**config.mk**
```make
export PLATFORM = sky130hd
export DESIGN_NAME = rc4_stream_cipher_flat
export DESIGN_NICKNAME = d
export VERILOG_FILES = /design/src/hdl/rc4_pkg.sv /design/src/hdl/rc4_in_if.sv /design/src/hdl/rc4_out_if.sv /design/src/hdl/rc4_stream_cipher.sv /design/src/flat_wrapper.sv
export SDC_FILE = /design/constraint.sdc
export NUM_CORES = 2
export LEC_CHECK = 0
export BUFFER_PORTS_ARGS = -buffer_cell sky130_fd_sc_hd__clkbuf_2
export CAP_MARGIN = 15
export CORE_ASPECT_RATIO = 0.6
export CORE_UTILIZATION = 40
export CTS_CLUSTER_DIAMETER = 100
export CTS_CLUSTER_SIZE = 28
export DETAILED_ROUTE_END_ITERATION = 10
export PLACE_DENSITY = 0.56
export SLEW_MARGIN = 10
export SYNTH_ARGS = -nofsm -noshare
export SYNTH_HDL_FRONTEND = slang
export SYNTH_SLANG_ARGS = --single-unit
```
**constraint.sdc**
```tcl
create_clock -name clk -period 12.5 [get_ports clk]
set_input_delay 1.875 -clock clk [delete_from_list [all_inputs] [get_ports clk]]
set_output_delay 1.875 -clock clk [all_outputs]
set_load 0.05 [all_outputs]
```
**src/hdl/rc4_pkg.sv**
```systemverilog
// shared constants and types of the rc4 engine
package rc4_pkg;

    localparam int BYTE_W      = 8;
    localparam int S_DEPTH     = 256;
    localparam int KEY_MAX_DEF = 256;

    localparam logic OP_KEY  = 1'b0;
    localparam logic OP_DATA = 1'b1;

    typedef enum logic [3:0] {
        ST_IDLE,
        ST_FILL,
        ST_K_RS,
        ST_K_RJ,
        ST_K_WJ,
        ST_K_WN,
        ST_D_RJ,
        ST_D_WI,
        ST_D_WJ,
        ST_D_KS,
        ST_FIN
    } state_t;

endpackage

```
**src/hdl/rc4_in_if.sv**
```systemverilog
// request channel of the rc4 engine: key and data bytes
interface rc4_in_if;

    logic       valid;
    logic       ready;
    logic       op;
    logic [7:0] value;
    logic       last;

    modport source (output valid, output op, output value, output last, input ready);
    modport sink (input valid, input op, input value, input last, output ready);

endinterface

```
**src/hdl/rc4_out_if.sv**
```systemverilog
// result channel of the rc4 engine: processed data bytes
interface rc4_out_if;

    logic       valid;
    logic       ready;
    logic [7:0] out_byte;
    logic       last_out;
    logic       no_key;

    modport source (output valid, output out_byte, output last_out, output no_key, input ready);
    modport sink (input valid, input out_byte, input last_out, input no_key, output ready);

endinterface

```
**src/hdl/rc4_stream_cipher.sv**
```systemverilog
// rc4 engine: key store, key schedule and keystream generator on one permutation memory
//
// A key byte is taken while idle and kept in the key store while it has room. The key
// byte marked last starts the key schedule, during which no request is taken: the
// permutation memory is filled with the identity, then the schedule runs in 256 steps,
// each through ST_K_RS, ST_K_RJ, ST_K_WJ and ST_K_WN. A data byte passes ST_D_RJ,
// ST_D_WI, ST_D_WJ and ST_D_KS, a sequence set by the single read and single write port
// of the permutation memory (read S[i], read S[j], two swap writes, keystream read), into
// the result register, waiting in ST_FIN while that register is full; a data byte before
// any completed key goes via ST_FIN into it, unchanged and with no_key set. The result
// register frees the request side: the next request is taken while a result still waits.
module rc4_stream_cipher #(
    parameter int KEY_MAX = rc4_pkg::KEY_MAX_DEF
) (
    input  logic       clk,
    input  logic       rst_n,
    rc4_in_if.sink     req,
    rc4_out_if.source  res
);
    import rc4_pkg::*;

    localparam int CNT_W  = $clog2(KEY_MAX + 1);
    localparam int KIDX_W = (KEY_MAX > 1) ? $clog2(KEY_MAX) : 1;

    // permutation memory and key store
    logic [BYTE_W-1:0] s_mem [S_DEPTH];
    logic [BYTE_W-1:0] key_mem [KEY_MAX];

    logic              s_we;
    logic [7:0]        s_waddr;
    logic [7:0]        s_wdata;
    logic [7:0]        s_raddr;
    logic [7:0]        s_rdata;

    logic              key_we;
    logic [KIDX_W-1:0] key_waddr;
    logic [KIDX_W-1:0] key_raddr;
    logic [7:0]        key_rdata;

    // control state
    state_t            state_reg, state_next;
    logic [7:0]        n_reg, n_next;
    logic [KIDX_W-1:0] kidx_reg, kidx_next;
    logic [CNT_W-1:0]  len_reg, len_next;
    logic [CNT_W-1:0]  key_count_reg, key_count_next;
    logic [7:0]        jj_reg, jj_next;
    logic [7:0]        i_reg, i_next;
    logic [7:0]        j_reg, j_next;
    logic              keyed_reg, keyed_next;
    logic              res_valid_reg, res_valid_next;

    // payload
    logic [7:0]        sv_reg, sv_next;
    logic [7:0]        sj_reg, sj_next;
    logic              fwd_reg, fwd_next;
    logic [7:0]        value_reg, value_next;
    logic              last_reg, last_next;
    logic [7:0]        ks_reg, ks_next;
    logic              nokey_reg, nokey_next;
    logic [7:0]        res_byte_reg, res_byte_next;
    logic              res_last_reg, res_last_next;
    logic              res_nokey_reg, res_nokey_next;

    logic [CNT_W-1:0]  kidx_inc;
    logic [CNT_W-1:0]  count_inc;
    logic [7:0]        jj_sum;
    logic [7:0]        j_sum;
    logic [7:0]        t_addr;
    logic [7:0]        ks;
    logic              res_free;

    always_ff @(posedge clk)
    begin
        if (s_we)
        begin
            s_mem[s_waddr] <= s_wdata;
        end
        s_rdata <= s_mem[s_raddr];
    end

    always_ff @(posedge clk)
    begin
        if (key_we)
        begin
            key_mem[key_waddr] <= req.value;
        end
        key_rdata <= key_mem[key_raddr];
    end

    assign kidx_inc  = CNT_W'(kidx_reg) + CNT_W'(1);
    assign count_inc = key_count_reg + CNT_W'(1);
    assign jj_sum    = jj_reg + key_rdata + s_rdata;
    assign j_sum     = j_reg + s_rdata;
    assign t_addr    = sv_reg + sj_reg;
    assign ks        = fwd_reg ? sv_reg : s_rdata;
    assign res_free  = !res_valid_reg || res.ready;

    assign res.valid    = res_valid_reg;
    assign res.out_byte = res_byte_reg;
    assign res.last_out = res_last_reg;
    assign res.no_key   = res_nokey_reg;

    always_comb
    begin
        state_next     = state_reg;
        n_next         = n_reg;
        kidx_next      = kidx_reg;
        len_next       = len_reg;
        key_count_next = key_count_reg;
        jj_next        = jj_reg;
        i_next         = i_reg;
        j_next         = j_reg;
        keyed_next     = keyed_reg;
        sv_next        = sv_reg;
        sj_next        = sj_reg;
        fwd_next       = fwd_reg;
        value_next     = value_reg;
        last_next      = last_reg;
        ks_next        = ks_reg;
        nokey_next     = nokey_reg;
        res_valid_next = res_valid_reg && !res.ready;
        res_byte_next  = res_byte_reg;
        res_last_next  = res_last_reg;
        res_nokey_next = res_nokey_reg;

        s_we      = 1'b0;
        s_waddr   = n_reg;
        s_wdata   = n_reg;
        s_raddr   = n_reg;
        key_we    = 1'b0;
        key_waddr = key_count_reg[KIDX_W-1:0];
        key_raddr = kidx_reg;
        req.ready = 1'b0;

        case (state_reg)
            ST_IDLE:
            begin
                req.ready = 1'b1;
                if (req.valid)
                begin
                    if (req.op == OP_KEY)
                    begin
                        if (key_count_reg < CNT_W'(KEY_MAX))
                        begin
                            key_we         = 1'b1;
                            key_count_next = count_inc;
                        end
                        if (req.last)
                        begin
                            // saturated count stays at the key length
                            len_next       = (key_count_reg < CNT_W'(KEY_MAX)) ?
                                             count_inc : key_count_reg;
                            key_count_next = '0;
                            n_next         = '0;
                            state_next     = ST_FILL;
                        end
                    end
                    else
                    begin
                        value_next = req.value;
                        last_next  = req.last;
                        if (!keyed_reg)
                        begin
                            ks_next    = '0;
                            nokey_next = 1'b1;
                            state_next = ST_FIN;
                        end
                        else
                        begin
                            i_next     = i_reg + 8'd1;
                            s_raddr    = i_reg + 8'd1;
                            state_next = ST_D_RJ;
                        end
                    end
                end
            end
            ST_FILL:
            begin
                s_we   = 1'b1;
                n_next = n_reg + 8'd1;
                if (n_reg == 8'hff)
                begin
                    kidx_next  = '0;
                    jj_next    = '0;
                    state_next = ST_K_RS;
                end
            end
            ST_K_RS:
            begin
                state_next = ST_K_RJ;
            end
            ST_K_RJ:
            begin
                jj_next    = jj_sum;
                sv_next    = s_rdata;
                s_raddr    = jj_sum;
                state_next = ST_K_WJ;
            end
            ST_K_WJ:
            begin
                s_we       = 1'b1;
                s_wdata    = s_rdata;
                state_next = ST_K_WN;
            end
            ST_K_WN:
            begin
                s_we      = 1'b1;
                s_waddr   = jj_reg;
                s_wdata   = sv_reg;
                n_next    = n_reg + 8'd1;
                kidx_next = (kidx_inc == len_reg) ? '0 : kidx_inc[KIDX_W-1:0];
                if (n_reg == 8'hff)
                begin
                    i_next     = '0;
                    j_next     = '0;
                    keyed_next = 1'b1;
                    state_next = ST_IDLE;
                end
                else
                begin
                    state_next = ST_K_RS;
                end
            end
            ST_D_RJ:
            begin
                sv_next    = s_rdata;
                j_next     = j_sum;
                s_raddr    = j_sum;
                state_next = ST_D_WI;
            end
            ST_D_WI:
            begin
                s_we       = 1'b1;
                s_waddr    = i_reg;
                s_wdata    = s_rdata;
                sj_next    = s_rdata;
                state_next = ST_D_WJ;
            end
            ST_D_WJ:
            begin
                s_we       = 1'b1;
                s_waddr    = j_reg;
                s_wdata    = sv_reg;
                s_raddr    = t_addr;
                // keystream read hits the entry written this cycle
                fwd_next   = (t_addr == j_reg);
                state_next = ST_D_KS;
            end
            ST_D_KS:
            begin
                ks_next    = ks;
                nokey_next = 1'b0;
                if (res_free)
                begin
                    res_valid_next = 1'b1;
                    res_byte_next  = value_reg ^ ks;
                    res_last_next  = last_reg;
                    res_nokey_next = 1'b0;
                    state_next     = ST_IDLE;
                end
                else
                begin
                    state_next = ST_FIN;
                end
            end
            ST_FIN:
            begin
                if (res_free)
                begin
                    res_valid_next = 1'b1;
                    res_byte_next  = value_reg ^ ks_reg;
                    res_last_next  = last_reg;
                    res_nokey_next = nokey_reg;
                    state_next     = ST_IDLE;
                end
            end
            default:
            begin
                state_next = ST_IDLE;
            end
        endcase
    end

    always_ff @(posedge clk or negedge rst_n)
    begin
        if (!rst_n)
        begin
            state_reg     <= ST_IDLE;
            n_reg         <= '0;
            kidx_reg      <= '0;
            len_reg       <= '0;
            key_count_reg <= '0;
            jj_reg        <= '0;
            i_reg         <= '0;
            j_reg         <= '0;
            keyed_reg     <= 1'b0;
            res_valid_reg <= 1'b0;
        end
        else
        begin
            state_reg     <= state_next;
            n_reg         <= n_next;
            kidx_reg      <= kidx_next;
            len_reg       <= len_next;
            key_count_reg <= key_count_next;
            jj_reg        <= jj_next;
            i_reg         <= i_next;
            j_reg         <= j_next;
            keyed_reg     <= keyed_next;
            res_valid_reg <= res_valid_next;
        end
    end

    always_ff @(posedge clk)
    begin
        sv_reg        <= sv_next;
        sj_reg        <= sj_next;
        fwd_reg       <= fwd_next;
        value_reg     <= value_next;
        last_reg      <= last_next;
        ks_reg        <= ks_next;
        nokey_reg     <= nokey_next;
        res_byte_reg  <= res_byte_next;
        res_last_reg  <= res_last_next;
        res_nokey_reg <= res_nokey_next;
    end

endmodule

```
**src/flat_wrapper.sv**
```systemverilog
// flat-port wrapper written by rule: the top's interface ports become plain ports
module rc4_stream_cipher_flat import rc4_pkg::*;
#(
    parameter int KEY_MAX = rc4_pkg::KEY_MAX_DEF
)
  (clk, rst_n, req_valid, req_op, req_value, req_last, req_ready, res_valid, res_out_byte, res_last_out, res_no_key, res_ready);
  rc4_in_if req_i ();
  rc4_out_if res_i ();
  input  logic clk;
  input  logic rst_n;
  input wire logic [$bits(req_i.valid)-1:0] req_valid;
  input wire logic [$bits(req_i.op)-1:0] req_op;
  input wire logic [$bits(req_i.value)-1:0] req_value;
  input wire logic [$bits(req_i.last)-1:0] req_last;
  output wire logic [$bits(req_i.ready)-1:0] req_ready;
  output wire logic [$bits(res_i.valid)-1:0] res_valid;
  output wire logic [$bits(res_i.out_byte)-1:0] res_out_byte;
  output wire logic [$bits(res_i.last_out)-1:0] res_last_out;
  output wire logic [$bits(res_i.no_key)-1:0] res_no_key;
  input wire logic [$bits(res_i.ready)-1:0] res_ready;
  assign req_i.valid = req_valid;
  assign req_i.op = req_op;
  assign req_i.value = req_value;
  assign req_i.last = req_last;
  assign req_ready = req_i.ready;
  assign res_valid = res_i.valid;
  assign res_out_byte = res_i.out_byte;
  assign res_last_out = res_i.last_out;
  assign res_no_key = res_i.no_key;
  assign res_i.ready = res_ready;
  rc4_stream_cipher #(.KEY_MAX(KEY_MAX)) u_core (.clk(clk), .rst_n(rst_n), .req(req_i), .res(res_i));
endmodule
```
Word level (Yosys, flattened, before mapping)

Memories as Yosys holds them, arrays and structs flattened. A register that Yosys moved wholly into a read port is not among the register bits.
Index checks and enable logic that the tools add are counted.
Widths: inputs -> output; s select.

Bits in registers: 109
Memory bits (writable): 4096
Bits of input ports: 14
Word-level logic and storage cells: 146
Memories kept: 2

Add/subtract/negate cells: 8
Order comparisons: 1
Eq/ne operators: 24
Muxes and demuxes: 57
Bitwise operators: 3
Reductions and logical operators: 31

Memories:

| memory         | words | width | read ports | clocked after Yosys merged registers in | write ports | RTL line                | RTL |
|---|---|---|---|---|---|---|---|
| u_core.key_mem | 256   | 8     | 1          | 1                                       | 1           | rc4_stream_cipher.sv:27 | `logic [BYTE_W-1:0] key_mem [KEY_MAX];` |
| u_core.s_mem   | 256   | 8     | 1          | 1                                       | 1           | rc4_stream_cipher.sv:26 | `logic [BYTE_W-1:0] s_mem [S_DEPTH];` |

Operators with widths:

| cell                | count |
|---|---|
| $mux 8              | 17 |
| $pmux 8 s2          | 8 |
| $pmux 4 s11         | 1 |
| $add 8x8->8         | 4 |
| $pmux 8 s4          | 1 |
| $mux 4              | 7 |
| $pmux 8 s3          | 1 |
| $mux 9              | 2 |
| $mux 1              | 17 |
| $add 8x1->8 const B | 2 |
| $eq 4x3->1 const B  | 4 |
| $reduce_and 4->1    | 4 |
| $xor 8x8->8         | 2 |
| $reduce_bool 2->1   | 7 |
| $eq 4x4->1 const B  | 3 |
| $ne 2x1->1 const B  | 5 |
| $ne 2x2->1 const B  | 5 |
| $reduce_and 2->1    | 5 |
| $reduce_or 2->1     | 5 |
| $add 8x1->9 const B | 1 |
| $add 9x1->9 const B | 1 |
| $eq 9x9->1          | 1 |
| $lt 9x9->1 const B  | 1 |
| $reduce_and 3->1    | 3 |
| 14 further kinds    | 17 |

Depth between registers and ports, before layout

Depth after elaboration: 7
Gate-level depth with buffers: 20

Worst setup path after synthesis

No wires, ideal clock.

Path type: reg2reg
From: reg u_core.state_reg[3]
To: mem u_core.s_mem[0][0] (data pin)
Arrival: 4.477 ns
Required time: 11.730 ns
Setup slack: 7.253 ns
Cell stages (with the launch flop): 9
Period minus slack after synthesis: 5.247 ns
Cell sequence: dfrtp_1 -> buf_6 -> or4b_1 -> clkbuf_1 -> clkinv_1 -> buf_1 -> nor2_1 -> a222oi_1 -> inv_1

Longest elaborated chain between the ends: 3

Ends and longest elaborated chain:

| item                                            | RTL line                 | RTL |
|---|---|---|
| start, declared                                 | rc4_stream_cipher.sv:41  | `state_t state_reg, state_next;` |
| start signal, assigned                          | rc4_stream_cipher.sv:301 | `state_reg <= state_next;` |
| $eq 4x4->1 / $eq 4x3->1 (equally long branches) | rc4_stream_cipher.sv:135 | `case (state_reg)` |
| $reduce_or 2->1 (no source line)                | --                       |  |
| $pmux 8 s2 (*)                                  | rc4_stream_cipher.sv:135 |  |
| named net u_core.s_wdata[0]                     | rc4_stream_cipher.sv:31  | `logic [7:0] s_wdata;` |
| end, declared                                   | rc4_stream_cipher.sv:26  |  |

Mark *: on every way through the listed nets, which the timed path passes. The rest lies on a longest branch.

Worst setup path in the final report

From: reg u_core.s_rdata[1], read port of u_core.s_mem
To: reg u_core.s_rdata[4], read port of u_core.s_mem

Longest elaborated chain between the ends: 2

Ends and longest elaborated chain:

| item                           | RTL line                                         | RTL |
|---|---|---|
| start, declared                | rc4_stream_cipher.sv:33                          | `logic [7:0] s_rdata;` |
| $add 8x8->8 (on tied branches) | rc4_stream_cipher.sv:93, rc4_stream_cipher.sv:92 |  |
| $pmux 8 s4 (*)                 | rc4_stream_cipher.sv:135                         |  |

Every way passes the cells marked *; elsewhere a longest branch is shown, timed or not.
A chain may end at the register's enable or synchronous reset.

==> impl_metrics.py <==
metrics = {
    "sta": {
        "worstMarginPinSlew_ns": 1.338,
        "fmax_mhz": 134.2,
        "fin_crit_sh_pct": 59.59,
        "finalCriticalPeriod_ns": 7.449,
        "tns_ns": 0,
        "rsz0062_at_grt": "false",
        "setup_viol": 0,
        "skew_ns": 0.09762,
        "relSlewSlack_pct": 10.01,
        "worst_slack_ns": 5.051,
        "drv_slew": 0,
        "hold_viol": 0,
    },
    "cts": {
        "cts-buffers-inserted": 177,
        "h-tree-depth": 4,
        "cts_tree": "done",
        "clock-root-buffer": "clkbuf_16",
        "cts.sinks": 4221,
        "ctsHoldBuffers": 0,
        "postCtsSetupRepairBufs": 0,
        "cts.reportedPaths.clkPinSlew_ns": 0.11,
        "cts_buffer_depth": 4,
        "cts-resized-gates": 0,
        "clk_latency_ns": 0.97,
    },
    "logic_synthesis": {
        "synthXorXnorAreaFrac_pct": 0.2450,
        "synth_warnings": 0,
        "syn_area_sq_um": 168000,
        "synthArstFlopShare_pct": 1.516,
        "synth_top_family_by_area": "multiplexers",
        "ys.flop_type": "edfxtp_1",
        "synthCells": 10010,
        "syn_nets": 10060,
        "yosys-top-cells-area": "edfxtp_1 74%, mux4_2 6.8%, mux2i_1 3.0%, nand2_1 2.9%, nor2_1 1.5%",
        "synth-edff-count": 4141,
        "ys_types": 101,
        "synth-seq-cells": 4221,
        "synth_mux_area_share_pct": 10.30,
        "synth_compound_area_share_pct": 5.421,
        "synth-simple-area-share_pct": 6.733,
        "yosys.area.top_type_share_pct": 74.00,
        "ys_seq_area_share_pct": 75.14,
        "avgSynthCellArea_sq_um": 16.79,
        "yosys.area.top_type": "edfxtp_1",
        "synthAdderAreaFrac_pct": 0.3202,
    },
    "place": {
        "placed_cell_area_sq_um": 174600,
        "placement.io_buffers": 25,
        "placed_cells_incl_taps": 15180,
        "dpl.hpwl_um": 330900,
        "gp_congestion": 0.9090,
        "pre_cts_slack_ns": 4.686,
    },
    "cells_and_area": {
        "fin_area_sq_um": 179500,
        "layout-area-overhead-vs-synth_pct": 6.830,
        "layout-drive-gt1-share_pct": 11.42,
        "stdcell_count": 15440,
        "final_nets": 9868,
        "reg_top3": "u_core.key_mem: 2048 flops, u_core.s_mem: 2048 flops",
    },
    "worst_setup_path": {
        "r2r_cells": 17,
        "crit_fanout": 62,
        "r2r-end": "u_core.s_rdata[4]$_DFF_P_",
        "r2r_slack_ns": 5.05,
        "startpoint_type": "flip-flop",
        "critPathKind": "reg2reg",
        "path_cells": "inv_1 -> fa_1 -> inv_1 -> ha_1 -> inv_1 -> fa_1 -> xor2_1 -> o22ai_1 -> a2111o_2 -> buf_12 -> buf_4 -> nand2_1 -> o22ai_1 -> nor4_1 -> nor4_1 -> o221ai_1 -> a2111oi_2",
        "crit_family": "simple AND/OR/NAND/NOR gates",
        "critical-path-slowest-cell": "nor4_1",
        "crit_buf_inv": 5,
        "rr_startpoint": "u_core.s_rdata[1]$_DFF_P_",
        "worstSetupEndpointType": "flip-flop",
        "worst_path_most_repeated_cell": "inv_1",
        "max_stage_delay_ns": 1.14,
        "arrival_ns": 8.31,
        "worst-path-stages": 17,
        "cp.required_ns": 13.36,
    },
    "floorplan": {
        "io_pins": 26,
        "die_w_um": 838.8,
        "initial_utilization_pct": 40.37,
        "dieArea_sq_um": 422800,
        "placementRows": 183,
        "core_sq_um": 416300,
        "die_y_um": 504.1,
    },
    "routing": {
        "antenna_left": 0,
        "wl_um": 528600,
        "drc": 0,
        "dr.pass1.iters": 7,
        "avgViaCountPerCell": 6.264,
        "drtIter0Drc": 16210,
        "vias": 96720,
        "drt-wirelength-per-cell_um": 34.24,
    },
    "outcome": {
        "status": "completed",
    },
    "flow_run": {
        "max-cap-violations": 0,
    },
    "global_route": {
        "track_usage_pct": 24.22,
        "grt_overflow": 0,
        "grt_pass1_vias": 89550,
        "grt_max_degree": 162,
        "grt_pass1_wl_um": 727900,
        "antenna_found_initial": 48,
    },
    "pwr": {
        "p_int_mw": 18.04,
        "p_leak_nw": 54.44,
        "p_seq_share_pct": 68.5,
        "vdd_drop_max_uv": 134.2,
        "power_density_nw_per_um2": 125.1,
        "comb_power_share_pct": 0.6,
        "switchingPower_mw": 4.422,
        "swShare_pct": 19.69,
        "pwr-share-clk_pct": 30.9,
    },
    "hold_path": {
        "hold_class": "reg2reg",
        "hp-start": "u_core.last_reg$_DFFE_PP_",
        "hold_depth": 0,
        "worstHoldEndpoint": "u_core.res.last_out$_DFFE_PP_",
    },
}
worst max path at each step:
stage / start / to / slack [ns]
6_report: u_core.s_rdata[1]$_DFF_P_ / u_core.s_rdata[4]$_DFF_P_ / 5.05
5_1_grt: u_core.s_rdata[0]$_DFF_P_ / u_core.s_rdata[6]$_DFF_P_ / 5.07
4_1_cts: u_core.s_rdata[0]$_DFF_P_ / u_core.s_rdata[6]$_DFF_P_ / 5.13
3_5_place_dp: req_op / u_core.s_rdata[6]$_DFF_P_ / 4.69
3_3_place_gp: req_op / u_core.s_rdata[6]$_DFF_P_ / 4.85
2_1_floorplan: u_core.state_reg[3]$_DFFE_PN0P_ / u_core.s_mem[0][0]$_DFFE_PP_ / 7.25
layout by cell type (no fill, tap or decap), types with 14 or more instances in the layout:
| master | Yosys | final |
|---|---|---|
| mux2_2 | 63 | 63 |
| dfrtp_1 | 64 | 59 |
| mux4_2 | 511 | 511 |
| nand2b_1 | 17 | 16 |
| o22ai_1 | 90 | 90 |
| a21o_1 | 14 | 14 |
| mux2i_1 | 508 | 508 |
| a21oi_1 | 234 | 231 |
| nand4_1 | 61 | 61 |
| nor2b_1 | 18 | 18 |
| a22oi_1 | 20 | 19 |
| inv_1 | 39 | 30 |
| nand2_1 | 1287 | 1269 |
| clkbuf_1 | 288 | 51 |
| xor2_1 | 22 | 22 |
| a221oi_1 | 21 | 21 |
| o21ai_0 | 180 | 178 |
| a32oi_1 | 184 | 184 |
| a2111oi_0 | 17 | 15 |
| a311oi_1 | 37 | 37 |
| xnor2_1 | 25 | 25 |
| a31oi_1 | 122 | 121 |
| o221ai_1 | 72 | 72 |
| diode_2 | 0 | 16 |
| dfxtp_1 | 16 | 16 |
| ha_1 | 27 | 27 |
| buf_12 | 2 | 21 |
| clkbuf_16 | 0 | 177 |
| nand2_2 | 1 | 15 |
| a211oi_1 | 144 | 144 |
| and3_1 | 154 | 154 |
| nand3_1 | 324 | 323 |
| nor4_1 | 33 | 32 |
| clkbuf_2 | 1 | 16 |
| nor3_1 | 40 | 34 |
| nor2_1 | 655 | 644 |
| o211ai_1 | 17 | 17 |
| edfxtp_1 | 4141 | 4141 |
| buf_4 | 52 | 208 |
metal layers:
layer / wire, um / GRT usage, %
met1: 235700 / 39.07
met3: 77230 / 8.903
met4: 11470 / 4.651
met2: 203600 / 30.84
met5: 584 / 0.1914
area by class of cell:
class,instances,area (sq um)
fillers,36240,236800
multi-input cells,5110,39010
clock inverters,8,90.09
clock buffers,228,4621
repair buffers,265,2297
flip-flops and latches,4221,126300
diodes,16,40.04
well taps,5550,6944
inverters,42,224.0
Yosys cell counts (20+ instances only):
cell type / count
nand4_1: 61
buf_4: 52
nor2_1: 655
nand2_1: 1287
mux2_2: 63
buf_1: 73
mux2i_1: 508
o221ai_1: 72
a211oi_1: 144
inv_1: 39
clkbuf_1: 288
ha_1: 27
xnor2_1: 25
a31oi_1: 122
buf_2: 208
a311oi_1: 37
xor2_1: 22
a21oi_1: 234
nand3_1: 324
dfrtp_1: 64
nor3_1: 40
a221oi_1: 21
edfxtp_1: 4141
a32oi_1: 184
nor4_1: 33
o21ai_0: 180
a22oi_1: 20
and3_1: 154
o22ai_1: 90
mux4_2: 511
logic make-up (layout without fill, tap and decap cells):
| logic type | after synthesis | count (layout) |
|---|---|---|
| DFF | 4221 | 4221 |
| muxes | 1082 | 1082 |
| other | 0 | 16 |
| buffers and inverters | 675 | 543 |
| xor gates and xnor gates | 47 | 47 |
| and+or+nand+nor | 2645 | 2645 |
| AOI/OAI and AO/OA | 1299 | 1299 |
| adders and majority gates | 37 | 37 |
stage by stage:
stage,hold WS [ns],power (mW),utilization [%]
after global routing,0.4623,22.94,43.12
after detailed placement,0.4143,15.85,41.95
after global placement,0.4104,15.84,41.94
final,0.4402,22.46,43.13
after CTS,0.4394,22.51,43.08
after floorplan,0.4003,15.71,-
power by group through the flow:
stage / clock (mW) / combinational, mW / sequential [mW]
floorplan: 0 / 0.00170 / 15.7
global placement: 0 / 0.126 / 15.7
detailed placement: 0 / 0.137 / 15.7
CTS: 6.99 / 0.136 / 15.4
global route: 7.41 / 0.143 / 15.4
finish: 6.94 / 0.133 / 15.4
worst register-to-register path, stage by stage (launching register included):
cell and delay (ns):
dfxtp_1 0.77, inv_1 0.28, fa_1 0.48, inv_1 0.07, ha_1 0.16, inv_1 0.06, fa_1 0.44, xor2_1 0.21
o22ai_1 0.34, a2111o_2 0.18, buf_12 0.43, buf_4 0.77, nand2_1 0.64, o22ai_1 0.54, nor4_1 0.17, nor4_1 1.14
o221ai_1 0.27, a2111oi_2 0.40
Power figures use the tool's default switching activity.
